**src/rtl/tlpc_pkg.sv**
```systemverilog
// Shared types, codes and reset constants for the traffic light pedestrian controller.
package tlpc_pkg;

  localparam int unsigned TickW = 3;

  localparam logic [TickW-1:0] GreenTicksDefault  = 3'd5;
  localparam logic [TickW-1:0] YellowTicksDefault = 3'd2;
  localparam logic [TickW-1:0] WaitTicksDefault   = 3'd1;
  localparam logic [TickW-1:0] TickMax            = 3'd7;

  localparam logic [1:0] LightRed    = 2'd0;
  localparam logic [1:0] LightYellow = 2'd1;
  localparam logic [1:0] LightGreen  = 2'd2;
  localparam logic       WalkRed     = 1'b0;
  localparam logic       WalkGreen   = 1'b1;

  typedef enum logic [1:0] {
    ACT_TICK   = 2'd0,
    ACT_BUTTON = 2'd1,
    ACT_EXPIRY = 2'd2
  } action_e;

  typedef enum logic [1:0] {
    BTN_ROAD1 = 2'd1,
    BTN_ROAD2 = 2'd2
  } button_e;

  typedef enum logic [1:0] {
    CFG_GREEN  = 2'd0,
    CFG_YELLOW = 2'd1,
    CFG_WAIT   = 2'd2
  } cfg_idx_e;

  typedef enum logic [2:0] {
    ANN_NONE  = 3'd0,
    ANN_CARS1 = 3'd1,
    ANN_CARS2 = 3'd2,
    ANN_WALK1 = 3'd3,
    ANN_WALK2 = 3'd4
  } announce_e;

  typedef enum logic [1:0] {
    RELOAD_NONE = 2'd0,
    RELOAD_ONE  = 2'd1,
    RELOAD_TWO  = 2'd2
  } reload_e;

  typedef enum logic [7:0] {
    PH_G1 = 8'b0000_0001,
    PH_Y1 = 8'b0000_0010,
    PH_W1 = 8'b0000_0100,
    PH_G2 = 8'b0000_1000,
    PH_Y2 = 8'b0001_0000,
    PH_W2 = 8'b0010_0000,
    PH_P1 = 8'b0100_0000,
    PH_P2 = 8'b1000_0000
  } phase_e;

  typedef struct packed {
    phase_e           phase;
    logic [TickW-1:0] tick_count;
    logic             req_lock;
    logic             expiry_second;
    logic             ticks_en;
    logic [1:0]       road1_light;
    logic             road1_walk;
    logic [1:0]       road2_light;
    logic             road2_walk;
  } state_t;

  typedef struct packed {
    logic [TickW-1:0] green_ticks;
    logic [TickW-1:0] yellow_ticks;
    logic [TickW-1:0] wait_ticks;
  } cfg_t;

  typedef struct packed {
    logic [1:0] road1_light;
    logic       road1_walk;
    logic [1:0] road2_light;
    logic       road2_walk;
    logic [2:0] announce;
    logic       phase_tick_run;
    logic       ped_timer_start;
    logic [1:0] ped_timer_reload;
  } result_t;

  localparam state_t StateReset = '{
    phase:         PH_W2,
    tick_count:    '0,
    req_lock:      1'b0,
    expiry_second: 1'b0,
    ticks_en:      1'b1,
    road1_light:   LightRed,
    road1_walk:    WalkRed,
    road2_light:   LightRed,
    road2_walk:    WalkGreen
  };

endpackage

```
**src/rtl/tlpc_step.sv**
```systemverilog
// Next-state and result logic for one controller event.
module tlpc_step (
  input  tlpc_pkg::state_t  cur_i,
  input  tlpc_pkg::cfg_t    cfg_i,
  input  logic [1:0]        action_i,
  input  logic [1:0]        button_id_i,
  output tlpc_pkg::state_t  nxt_o,
  output tlpc_pkg::result_t res_o
);
  import tlpc_pkg::*;

  logic [TickW-1:0] cnt_inc;
  logic [2:0]       ann;
  logic             start;
  logic [1:0]       reload;

  assign cnt_inc = (cur_i.tick_count == TickMax) ? TickMax : cur_i.tick_count + 3'd1;

  always_comb begin
    nxt_o  = cur_i;
    ann    = ANN_NONE;
    start  = 1'b0;
    reload = RELOAD_NONE;
    unique case (action_i)
      ACT_TICK: begin
        if (cur_i.ticks_en) begin
          nxt_o.tick_count = cnt_inc;
          unique case (cur_i.phase)
            PH_W1: begin
              if (cnt_inc >= cfg_i.wait_ticks) begin
                nxt_o.road2_light = LightGreen;
                nxt_o.road2_walk  = WalkRed;
                nxt_o.phase       = PH_G2;
                nxt_o.tick_count  = '0;
                ann               = ANN_CARS2;
              end
            end
            PH_W2: begin
              if (cnt_inc >= cfg_i.wait_ticks) begin
                nxt_o.road1_light = LightGreen;
                nxt_o.road1_walk  = WalkRed;
                nxt_o.phase       = PH_G1;
                nxt_o.tick_count  = '0;
                ann               = ANN_CARS1;
              end
            end
            PH_G1: begin
              if (cnt_inc >= cfg_i.green_ticks) begin
                nxt_o.road1_light = LightYellow;
                nxt_o.phase       = PH_Y1;
                nxt_o.tick_count  = '0;
              end
            end
            PH_G2: begin
              if (cnt_inc >= cfg_i.green_ticks) begin
                nxt_o.road2_light = LightYellow;
                nxt_o.phase       = PH_Y2;
                nxt_o.tick_count  = '0;
              end
            end
            PH_Y1: begin
              if (cnt_inc >= cfg_i.yellow_ticks) begin
                nxt_o.road1_light = LightRed;
                nxt_o.road1_walk  = WalkGreen;
                nxt_o.phase       = PH_W1;
                nxt_o.tick_count  = '0;
              end
            end
            PH_Y2: begin
              if (cnt_inc >= cfg_i.yellow_ticks) begin
                nxt_o.road2_light = LightRed;
                nxt_o.road2_walk  = WalkGreen;
                nxt_o.phase       = PH_W2;
                nxt_o.tick_count  = '0;
              end
            end
            default: begin
              // pedestrian phases only count
            end
          endcase
        end
      end
      ACT_BUTTON: begin
        priority if (button_id_i == BTN_ROAD1 && cur_i.phase == PH_G1 && !cur_i.req_lock) begin
          nxt_o.req_lock    = 1'b1;
          nxt_o.phase       = PH_P1;
          nxt_o.ticks_en    = 1'b0;
          nxt_o.road1_light = LightRed;
          nxt_o.road1_walk  = WalkGreen;
          ann               = ANN_WALK1;
          start             = 1'b1;
        end else if (button_id_i == BTN_ROAD2 && cur_i.phase == PH_G2 &&
                     !cur_i.req_lock) begin
          nxt_o.req_lock    = 1'b1;
          nxt_o.phase       = PH_P2;
          nxt_o.ticks_en    = 1'b0;
          nxt_o.road2_light = LightRed;
          nxt_o.road2_walk  = WalkGreen;
          ann               = ANN_WALK2;
          start             = 1'b1;
        end else begin
        end
      end
      ACT_EXPIRY: begin
        if (!cur_i.expiry_second) begin
          nxt_o.ticks_en = 1'b1;
          if (cur_i.phase == PH_P1) begin
            nxt_o.phase       = PH_G1;
            nxt_o.road1_walk  = WalkRed;
            nxt_o.road1_light = LightGreen;
            ann               = ANN_CARS1;
          end else if (cur_i.phase == PH_P2) begin
            nxt_o.phase       = PH_G2;
            nxt_o.road2_walk  = WalkRed;
            nxt_o.road2_light = LightGreen;
            ann               = ANN_CARS2;
          end
          reload              = RELOAD_ONE;
          start               = 1'b1;
          nxt_o.expiry_second = 1'b1;
        end else begin
          nxt_o.req_lock      = 1'b0;
          reload              = RELOAD_TWO;
          nxt_o.expiry_second = 1'b0;
        end
      end
      default: begin
        // unused action code: no change
      end
    endcase
  end

  assign res_o = '{
    road1_light:      nxt_o.road1_light,
    road1_walk:       nxt_o.road1_walk,
    road2_light:      nxt_o.road2_light,
    road2_walk:       nxt_o.road2_walk,
    announce:         ann,
    phase_tick_run:   nxt_o.ticks_en,
    ped_timer_start:  start,
    ped_timer_reload: reload
  };

endmodule

```
**src/rtl/traffic_light_pedestrian_controller_unit.sv**
```systemverilog
// Top level of the two-road traffic light controller with pedestrian requests.
//
// Usage:
//  - Event channel (in_valid_i / in_stall_o): action_i and button_id_i, one
//    event per request. Every event gives exactly one result.
//  - Result channel (out_valid_o / out_stall_i): the lights after the event,
//    the announce code, the phase tick enable and pedestrian timer controls.
//  - Config channel (cfg_valid_i / cfg_ready_o): cfg_index_i 0 green, 1 yellow,
//    2 wait tick counts; other indexes are dropped. Always ready; write only
//    while no event is in flight.
//  - An accepted event goes into the input register, then its state update
//    lands in the result register.
//  - Throughput is one event per cycle while the receiver does not stall; the
//    input register and the result register form a two-deep pipe, so a new
//    event is taken while a result waits. in_stall_o rises only when both
//    stages hold a request and the receiver stalls.
//  - Reset puts road two in its all-red wait (road two walk green), tick
//    count zero, lock clear, phase ticks enabled, and tick counts 5/2/1.
module traffic_light_pedestrian_controller_unit (
  input  logic       clk_i,
  input  logic       rst_ni,
  input  logic       in_valid_i,
  output logic       in_stall_o,
  input  logic [1:0] action_i,
  input  logic [1:0] button_id_i,
  output logic       out_valid_o,
  input  logic       out_stall_i,
  output logic [1:0] road1_light_o,
  output logic       road1_walk_o,
  output logic [1:0] road2_light_o,
  output logic       road2_walk_o,
  output logic [2:0] announce_o,
  output logic       phase_tick_run_o,
  output logic       ped_timer_start_o,
  output logic [1:0] ped_timer_reload_o,
  input  logic       cfg_valid_i,
  output logic       cfg_ready_o,
  input  logic [1:0] cfg_index_i,
  input  logic [2:0] cfg_data_i
);
  import tlpc_pkg::*;

  logic       s1_valid_q, s1_valid_d;
  logic [1:0] s1_action_q;
  logic [1:0] s1_button_q;
  logic       out_valid_q, out_valid_d;
  result_t    res_q, res_d;
  state_t     state_q, state_d;
  cfg_t       cfg_q;
  logic       in_accept;
  logic       advance;
  logic       out_free;

  assign out_free   = !out_valid_q || !out_stall_i;
  assign advance    = s1_valid_q && out_free;
  assign in_stall_o = s1_valid_q && !out_free;
  assign in_accept  = in_valid_i && !in_stall_o;

  assign s1_valid_d  = in_accept || (s1_valid_q && !advance);
  assign out_valid_d = advance || (out_valid_q && out_stall_i);

  tlpc_step u_step (
    .cur_i       (state_q),
    .cfg_i       (cfg_q),
    .action_i    (s1_action_q),
    .button_id_i (s1_button_q),
    .nxt_o       (state_d),
    .res_o       (res_d)
  );

  always_ff @(posedge clk_i or negedge rst_ni) begin
    if (!rst_ni) begin
      s1_valid_q  <= 1'b0;
      out_valid_q <= 1'b0;
      state_q     <= StateReset;
    end else begin
      s1_valid_q  <= s1_valid_d;
      out_valid_q <= out_valid_d;
      if (advance) begin
        state_q <= state_d;
      end
    end
  end

  always_ff @(posedge clk_i) begin
    if (in_accept) begin
      s1_action_q <= action_i;
      s1_button_q <= button_id_i;
    end
    if (advance) begin
      res_q <= res_d;
    end
  end

  assign cfg_ready_o = 1'b1;

  always_ff @(posedge clk_i or negedge rst_ni) begin
    if (!rst_ni) begin
      cfg_q.green_ticks  <= GreenTicksDefault;
      cfg_q.yellow_ticks <= YellowTicksDefault;
      cfg_q.wait_ticks   <= WaitTicksDefault;
    end else if (cfg_valid_i && cfg_ready_o) begin
      unique case (cfg_index_i)
        CFG_GREEN:  cfg_q.green_ticks  <= cfg_data_i;
        CFG_YELLOW: cfg_q.yellow_ticks <= cfg_data_i;
        CFG_WAIT:   cfg_q.wait_ticks   <= cfg_data_i;
        default: begin
        end
      endcase
    end
  end

  assign out_valid_o        = out_valid_q;
  assign road1_light_o      = res_q.road1_light;
  assign road1_walk_o       = res_q.road1_walk;
  assign road2_light_o      = res_q.road2_light;
  assign road2_walk_o       = res_q.road2_walk;
  assign announce_o         = res_q.announce;
  assign phase_tick_run_o   = res_q.phase_tick_run;
  assign ped_timer_start_o  = res_q.ped_timer_start;
  assign ped_timer_reload_o = res_q.ped_timer_reload;

  // a pedestrian phase always runs with phase ticks stopped
  a_ped_ticks_off: assert property (@(posedge clk_i) disable iff (!rst_ni)
    (state_q.phase == PH_P1 || state_q.phase == PH_P2) |-> !state_q.ticks_en)
    else $error("phase ticks enabled during pedestrian phase");

  a_road1_green: assert property (@(posedge clk_i) disable iff (!rst_ni)
    (state_q.road1_light == LightGreen) == (state_q.phase == PH_G1))
    else $error("road one green light out of step with phase");

  a_road2_green: assert property (@(posedge clk_i) disable iff (!rst_ni)
    (state_q.road2_light == LightGreen) == (state_q.phase == PH_G2))
    else $error("road two green light out of step with phase");

  a_advance_lands: assert property (@(posedge clk_i) disable iff (!rst_ni)
    advance |=> out_valid_q)
    else $error("request left input stage without reaching result register");

endmodule
```
**config.mk**
```make
export PLATFORM = sky130hd
export DESIGN_NAME = traffic_light_pedestrian_controller_unit
export DESIGN_NICKNAME = d
export VERILOG_FILES = /design/src/rtl/tlpc_pkg.sv /design/src/rtl/tlpc_step.sv /design/src/rtl/traffic_light_pedestrian_controller_unit.sv
export SDC_FILE = /design/constraint.sdc
export NUM_CORES = 1
export LEC_CHECK = 0
export BUFFER_PORTS_ARGS = -buffer_cell sky130_fd_sc_hd__buf_2
export CAP_MARGIN = 15
export CELL_PAD_IN_SITES_DETAIL_PLACEMENT = 1
export CELL_PAD_IN_SITES_GLOBAL_PLACEMENT = 2
export CORE_ASPECT_RATIO = 0.6
export CORE_MARGIN = 2
export CORE_UTILIZATION = 25
export DETAILED_ROUTE_END_ITERATION = 6
export PLACE_DENSITY_LB_ADDON = 0.1
export SLEW_MARGIN = 20
export SYNTH_ARGS = -nofsm -noshare
export SYNTH_HDL_FRONTEND = slang
export SYNTH_HIERARCHICAL = 1
export SYNTH_SLANG_ARGS = --single-unit
export TNS_END_PERCENT = 20
```
**constraint.sdc**
```tcl
create_clock -name clk_i -period 3.5 [get_ports clk_i]
set_input_delay 0.7 -clock clk_i [delete_from_list [all_inputs] [get_ports clk_i]]
set_output_delay 0.7 -clock clk_i [all_outputs]
set_load 0.02 [all_outputs]
```
==> flow_metrics.tcl <==
set metrics [dict create \
    status "finished clean" \
    p_switching_uw 537 \
    gp_congestion 0.838 \
    leakagePower_uw 0.00156 \
    ys.flop_type "dfrtp_1" \
    grt_pass1_wl_um 15300 \
    clkSlewWorstSetupHoldPaths_ns 0.08 \
    numCtsBuffers 5 \
    hpwl_um 7400 \
    critPathKind "reg -> reg" \
    grtUsageTotal_pct 15.0 \
    firstDrtPassIters 4 \
    clock_path_buffers 2 \
    r2r_slack_ns 0.38 \
    route.top_layer_used "met4" \
    io_buffers 28 \
    synth-seq-cells 48 \
    worstMarginPinSlew_ns 0.821 \
    worstHoldStart "s1_valid_q$_DFF_PN0_" \
    power.share.combinational_pct 24.9 \
    crit_chain "ha_1, or2_2, ha_1, nand2_1, o21ai_1, o32ai_1, nor3_1, o21ai_0, mux2_2" \
    cp_slowest_cell "o21ai_1" \
    routed_via_density 4.96 \
    wl_um 9690 \
    tns_ns 0 \
    relSlewSlack_pct 45.3 \
    gr-total-overflow 0 \
    drt-met1-wl_um 5770 \
    setup_violations 0 \
    area_growth_pct 13.9 \
    chipHeight_um 91.7 \
    hold_viol 0 \
    avgSynthCellArea_sq_um 10.1 \
    endpoint "state_q[10]$_DFFE_PN0P_" \
    nets 372 \
    fmax_mhz 321 \
    timing.rr.start "state_q[9]$_DFFE_PN0P_" \
    p_int_uw 1150 \
    fp.dieArea_sq_mm 0.0138 \
    seq_area_frac_synth_pct 40.4 \
    yosys_warnings 6 \
    grt_max_degree 34 \
    final_common_cell "mux2_2" \
    multiInputGateArea_sq_mm 0.00169 \
    crit_path_start "state_q[9]$_DFFE_PN0P_" \
    finalCritPeriodShare_pct 89.1 \
    cts_tree "built" \
    ys_top_cells_by_area "dfrtp_1 19%, edfxtp_1 16%, mux2_2 10%, ha_1 6.2%, dfstp_2 5.7%" \
    maxCapViolations 0 \
    diodes 0 \
    cp_max_fo 9 \
    drv_slew 0 \
    clock_skew_ns 0.00999 \
    synth_top_area_share_pct 18.7 \
    rsz0062_at_grt "false" \
    crit_path_frequent_cell "ha_1" \
    avgRoutedWirePerCell_um 19.1 \
    io_pins 30 \
    utilization_pct 29.7 \
    crit_arrival_ns 3.30 \
    drt_iter0_drc 148 \
    grt_pass1_vias 2532 \
    synth_nets 347 \
    vias 2518 \
    antenna_found_initial 0 \
    async_flop_share_pct 64.6 \
    final_cell_mix "29 x mux2_2, 28 x buf_2, 24 x dfrtp_1" \
    crit_path_start_kind "register" \
    synthesis.instances 317 \
    period_needed_ns 3.12 \
    ant_nets 0 \
    start_util_pct 26.1 \
    required_ns 3.68 \
    die_w_um 150 \
    clkPwrFrac_pct 33.7 \
    regArea_sq_mm 0.00129 \
    p_sw_share_pct 31.8 \
    core_sq_mm 0.0123 \
    clk_latency_ns 0.30 \
    fp-row-count 31 \
    synth_area_sq_mm 0.00321 \
    synth.distinct_cells 61 \
    cts_hold_buffers 0 \
    power.density_cell_area_mw_per_mm2 462 \
    hp-class "reg -> reg" \
    drive_gt1_share_pct 29.7 \
    cts_root_buffer "clkbuf_16" \
    n_fill_cell 1381 \
    cp-end-kind "register" \
    route.met2.wl_um 3420 \
    drc 0 \
    yosysTopAreaCell "dfrtp_1" \
    ir_worst_vdd_mv 0.161 \
    cts_sinks 48 \
    power_frac_seq_pct 41.4 \
    r2r-end "state_q[10]$_DFFE_PN0P_" \
    cts_setup_buffers 0 \
    synth_edf_count 17 \
    cts_resized 0 \
    ctsHtreeMaxLevel 2 \
    ff2ff_path_depth 9 \
    route.met3.wl_um 435 \
    max_stage_delay_ns 0.50 \
]
[logic make-up after synthesis]
| family | after synthesis | share of synthesized area [%] |
|---|---|---|
| mux | 29 | 10.2 |
| flops | 48 | 40.4 |
| compound gates | 72 | 14.7 |
| buf+inv | 38 | 6.79 |
| other cells | 1 | 0.117 |
| simple gates | 110 | 20.7 |
| fa+ha+maj | 16 | 6.24 |
| xor+xnor | 3 | 0.820 |
[state kept, by name, indices dropped and copies added (netlist names)]
name and count:
out_valid_o 1, announce_o 3, s1_button_q 2, road2_light_o 2, ped_timer_reload_o 2, s1_action_q 2, road1_light_o 2, ped_timer_start_o 1
road1_walk_o 1, road2_walk_o 1, s1_valid_q 1, cfg_q 9, state_q 20, phase_tick_run_o 1
[layout make-up]
| class | count | area share [%] |
|---|---|---|
| repair buffers | 40 | 6.30 |
| well taps | 165 | 5.65 |
| multi-input cells | 231 | 46.4 |
| inverters | 16 | 1.64 |
| flip-flops and latches | 48 | 35.4 |
| clock inverters | 3 | 1.16 |
| clock buffers | 5 | 3.42 |
[how the worst min path moves through the flow]
stage                                  to  slack (ns)  cells past startpoint
global route        out_valid_o$_DFF_PN0_        0.51                      1
global placement    out_valid_o$_DFF_PN0_        0.47                      1
floorplan            cfg_q[1]$_DFFE_PN0P_        0.40                      0
detailed placement  out_valid_o$_DFF_PN0_        0.48                      1
finish              out_valid_o$_DFF_PN0_        0.49                      1
CTS                 out_valid_o$_DFF_PN0_        0.50                      1
[routing by layer]
layer  vias to the layer above  track usage, %
li1                       1199               -
met1                      1279            26.0
met2                        36            17.8
met3                         4            2.74
met4                         0            3.30
met5                         -               0
[cells in the mapped netlist, types with 2 or more instances]
master,n
nand2_1,20
o21a_1,2
nor2_1,20
a31oi_1,5
nor2b_1,8
o21ai_1,2
a21o_1,3
nor3b_1,4
a21oi_1,20
or4_1,2
and2_1,3
dfstp_2,7
xor2_1,2
o21ai_0,19
o31ai_1,4
ha_1,16
nor4b_1,5
nand3_1,8
and3_2,3
nor3b_2,2
nand2b_1,10
mux2_2,29
nand3b_1,2
nor4_1,2
clkbuf_1,5
buf_4,9
nor3_1,4
buf_6,5
edfxtp_1,17
inv_1,16
nand4b_1,2
or2_2,3
nand4_1,4
dfrtp_1,24
buf_2,3
o22ai_1,2
[power by group through the flow]
stage	clock [uW]	combinational, uW	sequential [uW]
after global placement	0	418	708
after CTS	588	425	699
after floorplan	0	279	701
after detailed placement	0	422	709
after global routing	605	472	707
final	569	420	698
[worst max-delay path, delay by kind of cell, from the launching register on]
kind | cells | cell delay [ns]
simple gates | 3 | 0.85
flops | 1 | 0.41
mux | 1 | 0.28
compound gates | 3 | 0.91
fa+ha+maj | 2 | 0.56
[through the flow]
step	hold slack, ns	area [sq um]	power, uW	setup WS, ns	std cells
2_1_floorplan	0.404	3210	980	0.864	317
3_3_place_gp	0.466	3490	1130	0.485	500
3_5_place_dp	0.477	3490	1130	0.425	500
4_1_cts	0.495	3650	1710	0.389	508
5_1_grt	0.511	3650	1780	0.175	508
6_report	0.495	3650	1690	0.381	508
Note: power is estimated with default switching activity, not from simulation.
